--- src/rtl/mie_pkg.sv ---
// ============================================================================
// mie_pkg: shared constants for the modular inverse block
// field widths, stream data widths and the modulus reset value
// ============================================================================
package mie_pkg;

    localparam int FIELD_W  = 31;               // width of value, modulus, results
    localparam int COEF_W   = FIELD_W + 3;      // signed bezout coefficient and product
    localparam int REM_W    = FIELD_W + 1;      // partial remainder of the divider
    localparam int CNT_W    = $clog2(FIELD_W);  // divider bit index
    localparam int S_DATA_W = ((FIELD_W + 7) / 8) * 8;
    localparam int M_DATA_W = ((2 * FIELD_W + 7) / 8) * 8;

    localparam logic [FIELD_W-1:0] MOD_RESET = FIELD_W'(1000000007);
    localparam logic [CNT_W-1:0]   BIT_LAST  = CNT_W'(FIELD_W - 1);

endpackage

--- src/rtl/modular_inverse_ext_euclid_top.sv ---
// ============================================================================
// modular_inverse_ext_euclid_top: modular inverse by extended euclid
// one value in, one (inverse, gcd) pair out, modulus from a config register
// ============================================================================
// Each input transaction carries a value a; the block runs the extended
// euclidean algorithm against the modulus m and returns the bezout coefficient
// of a reduced into 0..m-1 (the inverse when the gcd is 1) together with
// gcd(a, m). A zero value gives inverse 0 and gcd m; a zero modulus gives
// inverse 0 and gcd a. Timing: one restoring radix-2 divider, shared by every
// euclid step, sets the rate. Each step runs a setup state, a bit-serial divide
// over the 31 quotient bits and an update state; the coefficient product q*t is
// accumulated serially alongside the quotient bits. s_tready is high only
// between items; the result sits in an output register, so the next value is
// taken while it waits.
module modular_inverse_ext_euclid_top
    import mie_pkg::*;
(
    input  logic                clk,
    input  logic                rst_n,
    // configuration write channel: modulus
    input  logic                cfg_valid,
    output logic                cfg_ready,
    input  logic [FIELD_W-1:0]  cfg_data,
    // input stream
    input  logic                s_tvalid,
    output logic                s_tready,
    input  logic [S_DATA_W-1:0] s_tdata,    // [30:0] value, rest zero
    // result stream
    output logic                m_tvalid,
    input  logic                m_tready,
    output logic [M_DATA_W-1:0] m_tdata     // [30:0] inverse, [61:31] common_divisor
);

    typedef enum logic [2:0] {
        ST_IDLE,
        ST_STEP,
        ST_DIV,
        ST_UPDATE,
        ST_FIX
    } state_t;

    state_t                    state_reg, state_next;
    logic [FIELD_W-1:0]        modulus_reg, modulus_next;
    // euclid remainders: cb is the dividend side, ca the divisor side
    logic [FIELD_W-1:0]        ca_reg, ca_next;
    logic [FIELD_W-1:0]        cb_reg, cb_next;
    // coefficients of a belonging to cb and ca
    logic signed [COEF_W-1:0]  tb_reg, tb_next;
    logic signed [COEF_W-1:0]  ta_reg, ta_next;
    // divider state
    logic [REM_W-1:0]          rem_reg, rem_next;
    logic [FIELD_W-1:0]        dvd_reg, dvd_next;
    logic signed [COEF_W-1:0]  prod_reg, prod_next;
    logic [CNT_W-1:0]          cnt_reg, cnt_next;
    // output register
    logic                      out_valid_reg, out_valid_next;
    logic [FIELD_W-1:0]        inv_reg, inv_next;
    logic [FIELD_W-1:0]        gcd_reg, gcd_next;

    // shared divider datapath
    logic [REM_W-1:0]          rem_shift;
    logic [REM_W:0]            rem_diff;
    logic                      q_bit;
    logic signed [COEF_W-1:0]  prod_shift;

    // final reduction
    logic signed [COEF_W-1:0]  mod_ext;
    logic signed [COEF_W-1:0]  x_plus;
    logic signed [COEF_W-1:0]  x_minus;
    logic                      out_free;

    assign cfg_ready = 1'b1;
    assign s_tready  = (state_reg == ST_IDLE);
    assign m_tvalid  = out_valid_reg;
    assign m_tdata   = {{(M_DATA_W - 2 * FIELD_W){1'b0}}, gcd_reg, inv_reg};

    // one restoring division step: shift in a dividend bit, trial subtract
    assign rem_shift  = {rem_reg[REM_W-2:0], dvd_reg[FIELD_W-1]};
    assign rem_diff   = {1'b0, rem_shift} - {2'b00, ca_reg};
    assign q_bit      = ~rem_diff[REM_W];
    assign prod_shift = {prod_reg[COEF_W-2:0], 1'b0};

    assign mod_ext  = $signed({{(COEF_W - FIELD_W){1'b0}}, modulus_reg});
    assign x_plus   = tb_reg + mod_ext;
    assign x_minus  = tb_reg - mod_ext;
    assign out_free = ~out_valid_reg | m_tready;

    always_comb
    begin
        state_next     = state_reg;
        modulus_next   = modulus_reg;
        ca_next        = ca_reg;
        cb_next        = cb_reg;
        tb_next        = tb_reg;
        ta_next        = ta_reg;
        rem_next       = rem_reg;
        dvd_next       = dvd_reg;
        prod_next      = prod_reg;
        cnt_next       = cnt_reg;
        out_valid_next = out_valid_reg;
        inv_next       = inv_reg;
        gcd_next       = gcd_reg;

        if (cfg_valid)
        begin
            modulus_next = cfg_data;
        end

        // result transaction taken
        if (out_valid_reg && m_tready)
        begin
            out_valid_next = 1'b0;
        end

        case (state_reg)
            ST_IDLE:
            begin
                if (s_tvalid)
                begin
                    ca_next    = s_tdata[FIELD_W-1:0];
                    cb_next    = modulus_reg;
                    tb_next    = '0;
                    ta_next    = COEF_W'(1);
                    state_next = ST_STEP;
                end
            end
            ST_STEP:
            begin
                if (ca_reg == '0)
                begin
                    state_next = ST_FIX;
                end
                else
                begin
                    rem_next   = '0;
                    dvd_next   = cb_reg;
                    prod_next  = '0;
                    cnt_next   = BIT_LAST;
                    state_next = ST_DIV;
                end
            end
            ST_DIV:
            begin
                // quotient bits msb first, product q*ta built alongside
                rem_next  = q_bit ? rem_diff[REM_W-1:0] : rem_shift;
                dvd_next  = {dvd_reg[FIELD_W-2:0], q_bit};
                prod_next = q_bit ? (prod_shift + ta_reg) : prod_shift;
                cnt_next  = cnt_reg - CNT_W'(1);
                if (cnt_reg == '0)
                begin
                    state_next = ST_UPDATE;
                end
            end
            ST_UPDATE:
            begin
                cb_next    = ca_reg;
                ca_next    = rem_reg[FIELD_W-1:0];
                tb_next    = ta_reg;
                ta_next    = tb_reg - prod_reg;
                state_next = ST_STEP;
            end
            ST_FIX:
            begin
                // wait until the output register is free
                if (out_free)
                begin
                    gcd_next = cb_reg;
                    if (modulus_reg == '0)
                    begin
                        inv_next = '0;
                    end
                    else if (tb_reg[COEF_W-1])
                    begin
                        inv_next = x_plus[FIELD_W-1:0];
                    end
                    else if (!x_minus[COEF_W-1])
                    begin
                        inv_next = x_minus[FIELD_W-1:0];
                    end
                    else
                    begin
                        inv_next = tb_reg[FIELD_W-1:0];
                    end
                    out_valid_next = 1'b1;
                    state_next     = ST_IDLE;
                end
            end
            default:
            begin
                state_next = ST_IDLE;
            end
        endcase
    end

    always_ff @(posedge clk or negedge rst_n)
    begin
        if (!rst_n)
        begin
            state_reg     <= ST_IDLE;
            modulus_reg   <= MOD_RESET;
            out_valid_reg <= 1'b0;
            cnt_reg       <= '0;
        end
        else
        begin
            state_reg     <= state_next;
            modulus_reg   <= modulus_next;
            out_valid_reg <= out_valid_next;
            cnt_reg       <= cnt_next;
        end
    end

    // payload registers, no reset
    always_ff @(posedge clk)
    begin
        ca_reg   <= ca_next;
        cb_reg   <= cb_next;
        tb_reg   <= tb_next;
        ta_reg   <= ta_next;
        rem_reg  <= rem_next;
        dvd_reg  <= dvd_next;
        prod_reg <= prod_next;
        inv_reg  <= inv_next;
        gcd_reg  <= gcd_next;
    end

endmodule
--- config.mk ---
export PLATFORM = sky130hd
export DESIGN_NAME = modular_inverse_ext_euclid_top
export DESIGN_NICKNAME = d
export VERILOG_FILES = /design/src/rtl/mie_pkg.sv /design/src/rtl/modular_inverse_ext_euclid_top.sv
export SDC_FILE = /design/constraint.sdc
export NUM_CORES = 1
export LEC_CHECK = 0
export BUFFER_PORTS_ARGS = -buffer_cell sky130_fd_sc_hd__buf_2
export CORE_MARGIN = 1.5
export CORE_UTILIZATION = 30
export CTS_CLUSTER_DIAMETER = 150
export DETAILED_ROUTE_END_ITERATION = 8
export PLACE_DENSITY_LB_ADDON = 0.2
export REMOVE_ABC_BUFFERS = 1
export SLEW_MARGIN = 0
export SYNTH_ARGS = -nofsm -noshare
export SYNTH_HDL_FRONTEND = slang
export SYNTH_SLANG_ARGS = --single-unit
--- constraint.sdc ---
create_clock -name clk -period 10.4 [get_ports clk]
set_input_delay 2.08 -clock clk [delete_from_list [all_inputs] [get_ports clk]]
set_output_delay 2.08 -clock clk [all_outputs]
set_load 0.01 [all_outputs]
# Word level (Yosys, flattened, before mapping)
# Cells that the tools add are included.
# word_totals
register_bits	328
latchBits	0
mem_bits_rw	0
mem_bits_ro	0
out_inout_bits	67
n_memories	0
# classes
add_sub_neg	6
multipliers	0
div_mod_pow	0
order_cmp	0
n_eq_ne	8
n_shift	0
muxes	28
n_bitwise	3
reduce_logical	11
# op_table
cell	count
$pmux W31 S2	4
$mux W31	7
$pmux W34 S2	3
$mux W34	4
$logic_not A31 Y1	2
$add A34 B34 Y34	1
$sub A34 B32 Y34	1
$sub A34 B34 Y34	1
$sub A32 B31 Y33	1
$add A31 B31 Y31	1
$pmux W3 S5	1
$mux W3	4
$pmux W5 S2	1
$ne A2 B2 Y1 const B	4
$eq A3 B2 Y1 const B	2
$reduce_and A2 Y1	3
$logic_not A5 Y1	1
$mux W5	1
$sub A5 B1 Y5 const B	1
$reduce_bool A2 Y1	2
$eq A3 B1 Y1 const B	1
$eq A3 B3 Y1 const B	1
$logic_not A3 Y1	1
$mux W1	3
other kinds (4)	5

# Depth between registers and ports, before layout
# Gate-level depths: netlist of run 1.
# logic_depth
word_depth	4
mapped_depth	15
ltp_nobuf	13

# Worst setup path before layout of run 1
# Ideal clock, no wire load.
# synth_timing
kind	input-to-reg
start	input s_tvalid
end	register ca_reg[0] (enable)
t_arrival_ns	8.428
t_required_ns	9.738
path_slack_ns	1.310
cell_stages	2
path_buffers	0
cell_sequence	nand2_1 -> a21oi_1
# synth_between
elab_chain_cells	2
# synth_lines
item	line	rtl
start: declaration	modular_inverse_ext_euclid_top.sv:25	input logic s_tvalid,
$ne A2 B2 Y1 (no source line)	-	
$reduce_and A2 Y1 (no source line)	-	
end signal: assignment	modular_inverse_ext_euclid_top.sv:216	ca_reg <= ca_next;
end: declaration	modular_inverse_ext_euclid_top.sv:45	logic [FIELD_W-1:0] ca_reg, ca_next;
# No other way between the ends.
# A chain may end at the register's enable or synchronous reset.

# Worst setup path in the final report of run 1
# layout_timing
start	register tb_reg[0]
end	register inv_reg[30], data pin
# layout_between
elab_chain_cells	3
# layout_lines
item	line	rtl
start: declaration	modular_inverse_ext_euclid_top.sv:48	logic signed [COEF_W-1:0] tb_reg, tb_next;
start signal: assignment	modular_inverse_ext_euclid_top.sv:218	tb_reg <= tb_next;
$sub A34 B32 Y34	modular_inverse_ext_euclid_top.sv:85	assign x_minus = tb_reg - mod_ext;
$mux W31	modular_inverse_ext_euclid_top.sv:176	else if (!x_minus[COEF_W-1])
$mux W31 *	modular_inverse_ext_euclid_top.sv:172	else if (tb_reg[COEF_W-1])
end signal: assignment	modular_inverse_ext_euclid_top.sv:223	inv_reg <= inv_next;
end: declaration	modular_inverse_ext_euclid_top.sv:57	logic [FIELD_W-1:0] inv_reg, inv_next;
# Mark *: on every way between the ends. The rest lies on a longest branch, timed or not.

==> results of run 1 <==
==> per-stage QoR <==
step	power (mW)	hold slack (ns)	instances	util, %
2_1_floorplan	6.363	0.4262	2234	-
3_3_place_gp	7.860	0.4395	3334	32.50
3_5_place_dp	7.904	0.4314	3334	32.50
4_1_cts	9.474	0.4464	3408	34.48
5_1_grt	10.19	0.4595	3408	34.48
6_report	9.436	0.4480	3408	34.48
==> worst reg2reg max path: stages, from the launching register on <==
cell and delay (ns):
edfxtp_1 0.48, inv_1 0.21, ha_1 0.20, inv_1 0.06
fa_1 0.44, a211oi_1 0.39, o21ai_1 0.15, a31oi_1 0.46
o21ai_2 0.24, a41oi_2 0.38, o211ai_1 0.27, nor4_1 0.31
nor4_1 0.11, nor4_1 0.52
==> placed cells by master, fill, tap and decap left out, drive strengths merged, types with 9 or more instances in the layout <==
cell type,instances
nand2,428
edfxtp,288
a21oi,192
o21ai,167
ha,159
buf,150
inv,145
nor2,137
xnor2,62
clkbuf,56
nor3,47
and2,46
nand3,37
a21o,37
xor2,37
a211oi,35
o21bai,24
nand2b,24
dfrtp,24
o21a,22
or3,21
o211ai,20
nor2b,20
nor4,20
nand4,20
and3,17
dfstp,16
a31oi,16
o31ai,11
or2,11
clkinv,11
a211o,9
==> cell families after synthesis <==
group,share of synthesized area (%)
buf+inv,4.672
mux,0.3811
simple gates,18.01
fa+ha+maj,9.644
flops,44.63
other cells,0.03466
compound gates,18.64
xor+xnor,4.002
==> power by group through the flow <==
| stage | sequential, mW | combinational [mW] | clock, mW |
|---|---|---|---|
| floorplan | 2.53 | 3.84 | 0 |
| global placement | 2.67 | 5.19 | 0 |
| detailed placement | 2.68 | 5.23 | 0 |
| CTS | 2.66 | 5.26 | 1.55 |
| global route | 2.71 | 5.88 | 1.60 |
| finish | 2.65 | 5.27 | 1.52 |
==> layout make-up <==
type	instances	area, µm²	area share [%]
multi-input cells	1761	11030	44.76
clock buffers	56	1111	4.508
repair buffers	150	800.8	3.249
clock inverters	18	301.5	1.223
well taps	950	1189	4.823
flip-flops and latches	328	9669	39.23
inverters	145	544.3	2.208
==> worst min path at each step <==
| stage | endpoint | slack, ns | cells after the start |
|---|---|---|---|
| after global routing | gcd_reg[21]$_DFFE_PP_ | 0.46 | 0 |
| after detailed placement | gcd_reg[20]$_DFFE_PP_ | 0.43 | 0 |
| after global placement | gcd_reg[7]$_DFFE_PP_ | 0.44 | 0 |
| after CTS | gcd_reg[20]$_DFFE_PP_ | 0.45 | 0 |
| after floorplan | gcd_reg[0]$_DFFE_PP_ | 0.43 | 0 |
| final | gcd_reg[20]$_DFFE_PP_ | 0.45 | 0 |
==> per-layer routing <==
layer | part of all wire, % | GRT usage [%] | vias to the layer above
met3 | 5.5 | 3.246 | 104
met5 | 0.017 | 0 | -
li1 | - | - | 8586
met4 | 2.6 | 5.439 | 2
met1 | 47 | 26.41 | 8641
met2 | 45 | 30.38 | 492
==> qor.csv, run 1 <==
stage,metric,value,unit
outcome,status,"finished, final reports clean",
global_route,grt.overflow.total,0,
timing,fin_worst_skew,0.03381,ns
floorplan,die_h,271.7,µm
synth,ys.flop_type,edfxtp_1,
setup_path,worstSetupPathType,reg -> reg,
setup_path,cp_num_cells,13,
timing,fmax,221.9,MHz
layout,areaGrowthSynthToFinish,13.76,%
setup_path,startpoint,tb_reg[0]$_SDFFCE_PN0P_,
cts,clock-sinks,328,
synth,synth.area.top_cells,"edfxtp_1, ha_1, nand2_1, a21oi_1, o21ai_0",
setup_path,path_buf_inv,2,
cts,clk_latency,0.59,ns
cts,cts_setup_buffers,0,
synth,syn_area_per_cell,9.259,µm²
placement,pre_cts_ws,5.779,ns
layout,layout-drive-gt1-share,11.19,%
placement,hpwl,52010,µm
drt,antenna_left,0,
placement,io_buffers,130,
synth,seq_area_frac_synth,44.63,%
global_route,grt_max_degree,86,
setup_path,r2r_setup_slack,5.89,ns
placement,place.gp.congestion,0.9075,
timing,hold_violations,0,
synth,synth_most_common_cell,nand2_1,
timing,worst_slack,5.894,ns
setup_path,start_kind,flop,
pwr,peakVddDrop,0.0001592,V
setup_path,r2r_end,inv_reg[30]$_SDFFCE_PN0P_,
synth,syn_inst,2340,
setup_path,r2r_start,tb_reg[0]$_SDFFCE_PN0P_,
cts,max-clock-path-buffers,3,
hold_path,min_path_type,reg -> reg,
layout,nets,2658,
layout,nFillCells,7298,
floorplan,die-area,73850,µm²
setup_path,slowest_delay,0.52,ns
drt,drt-initial-drc-count,1344,
synth,ys_ff_latch,328,
global_route,antenna_found_initial,1,
global_route,grt.total_usage,19.04,%
setup_path,endpoint,inv_reg[30]$_SDFFCE_PN0P_,
drt,drc,0,
hold_path,hp-start,cb_reg[20]$_DFFE_PP_,
cts,clockRootBuffer,clkbuf_16,
synth,synth.distinct_cells,89,
drt,wl,71250,µm
drt,avgViaCountPerCell,5.230,
cts,cts_tree,built,
cts,htree_num_levels,2,
job,max-cap-violations,0,
timing,fin_crit_sh,43.33,%
floorplan,die_x,271.7,µm
pwr,internal_power,5.059,mW
timing,fin_crit,4.506,ns
timing,setup_viol,0,
synth,yosys-top-cells-count,"nand2_1, edfxtp_1, a21oi_1",
setup_path,crit_required,10.69,ns
pwr,p_sw_share,46.38,%
timing,worstMarginPinSlew,0.9969,ns
timing,maxSlewHeadroom,33.54,%
setup_path,critical-path-slowest-cell,nor4_1,
placement,place_area,23230,µm²
setup_path,cpMostUsedCell,nor4_1,
pwr,p_seq_share,28.1,%
synth,ys_async_sr_fraction,12.20,%
timing,finalMaxSlewViolations,0,
timing,rsz0062_at_grt,false,
cts,cts_buffers,40,
synth,yosysTopAreaCell,edfxtp_1,
synth,syn_area,21670,µm²
setup_path,cp-end-kind,flop,
setup_path,path_cells,inv_1 -> ha_1 -> inv_1 -> fa_1 -> a211oi_1 -> o21ai_1 -> a31oi_1 -> o21ai_2 -> a41oi_2 -> o211ai_1 -> nor4_1 -> nor4_1 -> nor4_1,
drt,wl_per_cell,20.91,µm
pwr,power-per-cell-area,382.8,nW/µm²
cts,clk_pin_slew,0.07,ns
pwr,clkPwrFrac,16.1,%
pwr,combPwrFrac,55.8,%
cts,hold_buffers,0,
floorplan,rows,98,
layout,fin_area,24650,µm²
floorplan,fp.coreArea,71490,µm²
drt,vias,17825,
setup_path,r2r_cells,13,
floorplan,ios,135,
setup_path,cp.arrival,4.80,ns
synth,synth_edf_count,288,
timing,finalSetupTns,0,ns
global_route,grt_first_pass_wirelength,108100,µm
drt,firstDrtPassIters,5,
setup_path,critPathMaxFanout,5,
pwr,leakage,10.00,nW
pwr,p_switching,4.377,mW
cts,cts-resized-gates,0,
setup_path,critPathTopFamily,compound AO/OA/AOI/OAI gates,
layout,insertedDiodeCount,0,
global_route,grt_pass1_vias,17436,
floorplan,initial_core_util,30.31,%
synth,synthDominantCellAreaShare,39.91,%
synth,ys_warn_count,0,
No activity file was read; power rests on OpenSTA's default activity.
==> run 2, diff against run 1 <==
- clock period: 10.4 -> 3.8 ns (I/O delays scaled with it)
==> run 2 against run 1 <==
Critical path depth fell by 1. Critical endpoint is now inv_reg[20]$_SDFFCE_PN0P_. Clock skew increased by 0.0031 ns. Highest routed layer unchanged. Register-to-register slack worse by 5.8 ns. Non-clock buffer count is 85 higher. Largest power group unchanged. Maximum frequency increased by 22%. Power rose to 2.8 times the previous value. Worst hold slack worse by 0.23 ns. Combinational power rose to 3.0 times the previous value. Worst setup slack worse by 5.8 ns. Clock power increased to 2.6 times the previous value.
==> qor.csv, run 2 (synthesis gave the netlist of run 1 again) <==
stage,metric,value,unit,change
cts,hold_buffers,0,,unchanged
placement,place.gp.congestion,0.9281,,was 0.9075
drt,firstDrtPassIters,5,,unchanged
layout,nFillCells,7342,,was 7298
job,max-cap-violations,0,,unchanged
floorplan,die-area,73850,µm²,unchanged
global_route,grt_max_degree,134,,was 86
layout,nets,2743,,was 2658
setup_path,critPathMaxFanout,9,,was 5
setup_path,worstSetupPathType,reg -> reg,,unchanged
timing,worst_slack,0.1179,ns,was 5.894 ns
pwr,p_sw_share,45.86,%,was 46.38%
pwr,peakVddDrop,0.0004567,V,was 0.0001592 V
setup_path,cp.arrival,3.99,ns,was 4.80 ns
timing,fin_crit,3.682,ns,was 4.506 ns
layout,layout_common_cells,"nand2_1, edfxtp_1, a21oi_1, o21ai_0, ha_1",,unchanged
pwr,power-per-cell-area,1054,nW/µm²,was 382.8 nW/µm²
timing,fin_crit_sh,96.90,%,was 43.33%
drt,wl,72620,µm,was 71250 µm
floorplan,rows,98,,unchanged
cts,cts_buffers,40,,unchanged
cts,max-clock-path-buffers,3,,unchanged
drt,drc,0,,unchanged
placement,dpl.cell_count,3419,,was 3334
timing,worstMarginPinSlew,1.048,ns,was 0.9969 ns
cts,cts_setup_buffers,0,,unchanged
layout,areaGrowthSynthToFinish,16.89,%,was 13.76%
placement,place_area,23940,µm²,was 23230 µm²
cts,clockRootBuffer,clkbuf_16,,unchanged
timing,finalSetupTns,0,ns,unchanged
pwr,clkPwrFrac,14.9,%,was 16.1%
timing,hold_violations,0,,unchanged
floorplan,die_x,271.7,µm,unchanged
drt,wl_per_cell,20.80,µm,was 20.91 µm
cts,clk_pin_slew,0.06,ns,was 0.07 ns
placement,io_buffers,130,,unchanged
drt,vias,18110,,was 17825
setup_path,start_kind,flop,,unchanged
placement,hpwl,54690,µm,was 52010 µm
drt,avgViaCountPerCell,5.186,,was 5.230
hold_path,min_path_type,in -> async,,was reg -> reg
drt,drt-initial-drc-count,1385,,was 1344
floorplan,die_h,271.7,µm,unchanged
placement,pre_cts_ws,0.09222,ns,was 5.779 ns
pwr,p_seq_share,26.7,%,was 28.1%
cts,cts_tree,built,,unchanged
timing,finalMaxSlewViolations,0,,unchanged
setup_path,crit_required,4.10,ns,was 10.69 ns
layout,final_core_util,35.43,%,was 34.48%
floorplan,initial_core_util,30.31,%,unchanged
global_route,grt_pass1_vias,17616,,was 17436
layout,insertedDiodeCount,0,,unchanged
pwr,power,26.69,mW,was 9.436 mW
pwr,p_switching,12.24,mW,was 4.377 mW
setup_path,cp-end-kind,flop,,unchanged
cts,clk_latency,0.59,ns,about the same
global_route,grt_first_pass_wirelength,109500,µm,was 108100 µm
floorplan,fp.coreArea,71490,µm²,unchanged
timing,setup_viol,0,,unchanged
timing,fmax,271.6,MHz,was 221.9 MHz
floorplan,ios,135,,unchanged
outcome,status,"finished, final reports clean",,unchanged
timing,fin_worst_skew,0.03690,ns,was 0.03381 ns
pwr,combPwrFrac,58.4,%,was 55.8%
timing,rsz0062_at_grt,false,,unchanged
layout,fin_cells,3492,,was 3408
cts,clock-sinks,328,,unchanged
timing,hold_ws,0.2229,ns,was 0.4480 ns
layout,fin_area,25330,µm²,was 24650 µm²
global_route,grt.overflow.total,0,,unchanged
global_route,grt.total_usage,19.34,%,was 19.04%
pwr,leakage,10.42,nW,was 10.00 nW
setup_path,r2r_setup_slack,0.12,ns,was 5.89 ns
timing,maxSlewHeadroom,30.10,%,was 33.54%
global_route,antenna_found_initial,1,,unchanged
layout,layout_commonest_cell,nand2_1,,unchanged
drt,antenna_left,0,,unchanged
cts,cts-resized-gates,0,,unchanged
layout,layout-drive-gt1-share,14.44,%,was 11.19%
pwr,internal_power,14.45,mW,was 5.059 mW
cts,htree_num_levels,2,,unchanged
==> run 2: critical path, cell delays in order, from the launching register on <==
cell and delay, ns:
dfstp_2 0.53, inv_1 0.12, ha_1 0.53, and3_1 0.26, and2_1 0.19, o2111ai_1 0.13
a21oi_2 0.28, a211oi_2 0.13, buf_4 0.17, nor2_2 0.12, nand2_1 0.29, o221a_2 0.37
o221a_2 0.27
==> run 2: path summary, 6_finish.rpt <==
| kind | startpoint | end | cells after the start |
|---|---|---|---|
| max in group asynchronous | rst_n | modulus_reg[17]$_DFFE_PN1P_ | 2 |
| worst max register to register | modulus_reg[9]$_DFFE_PN1P_ | inv_reg[20]$_SDFFCE_PN0P_ | 12 |
| min in group clk | cfg_data[26] | modulus_reg[26]$_DFFE_PN0P_ | 3 |
| worst max-delay path | modulus_reg[9]$_DFFE_PN1P_ | inv_reg[20]$_SDFFCE_PN0P_ | 12 |
| worst min register to register | cb_reg[30]$_DFFE_PP_ | gcd_reg[30]$_DFFE_PP_ | 0 |
| worst min-delay path | rst_n | state_reg[0]$_DFFE_PN0P_ | 1 |
==> run 2: cell type report <==
type | count | area [µm²] | area share [%]
Clock inverter | 21 | 284.0 | 1.121
Inverter | 145 | 544.3 | 2.149
Tap cell | 950 | 1189 | 4.693
Timing Repair Buffer | 235 | 1505 | 5.943
Clock buffer | 52 | 1056 | 4.170
Multi-Input combinational cell | 1761 | 11080 | 43.75
Sequential cell | 328 | 9669 | 38.18
==> run 2: power groups by stage <==
stage / logic [mW] / registers [mW] / clock network (mW)
after floorplan: 9.20 / 6.53 / 0
after global placement: 15.2 / 7.16 / 0
after detailed placement: 15.4 / 7.18 / 0
after CTS: 15.5 / 7.13 / 4.06
after global routing: 17.3 / 7.27 / 4.18
final: 15.6 / 7.13 / 3.96
==> run 2: layer usage <==
layer  vias up  GRT usage [%]  share of wire [%]
met4         2          5.526                2.6
li1       8761              -                  -
met3       108          2.521                4.9
met1      8713          27.59                 48
met5         -              0              0.017
met2       526          30.51                 45
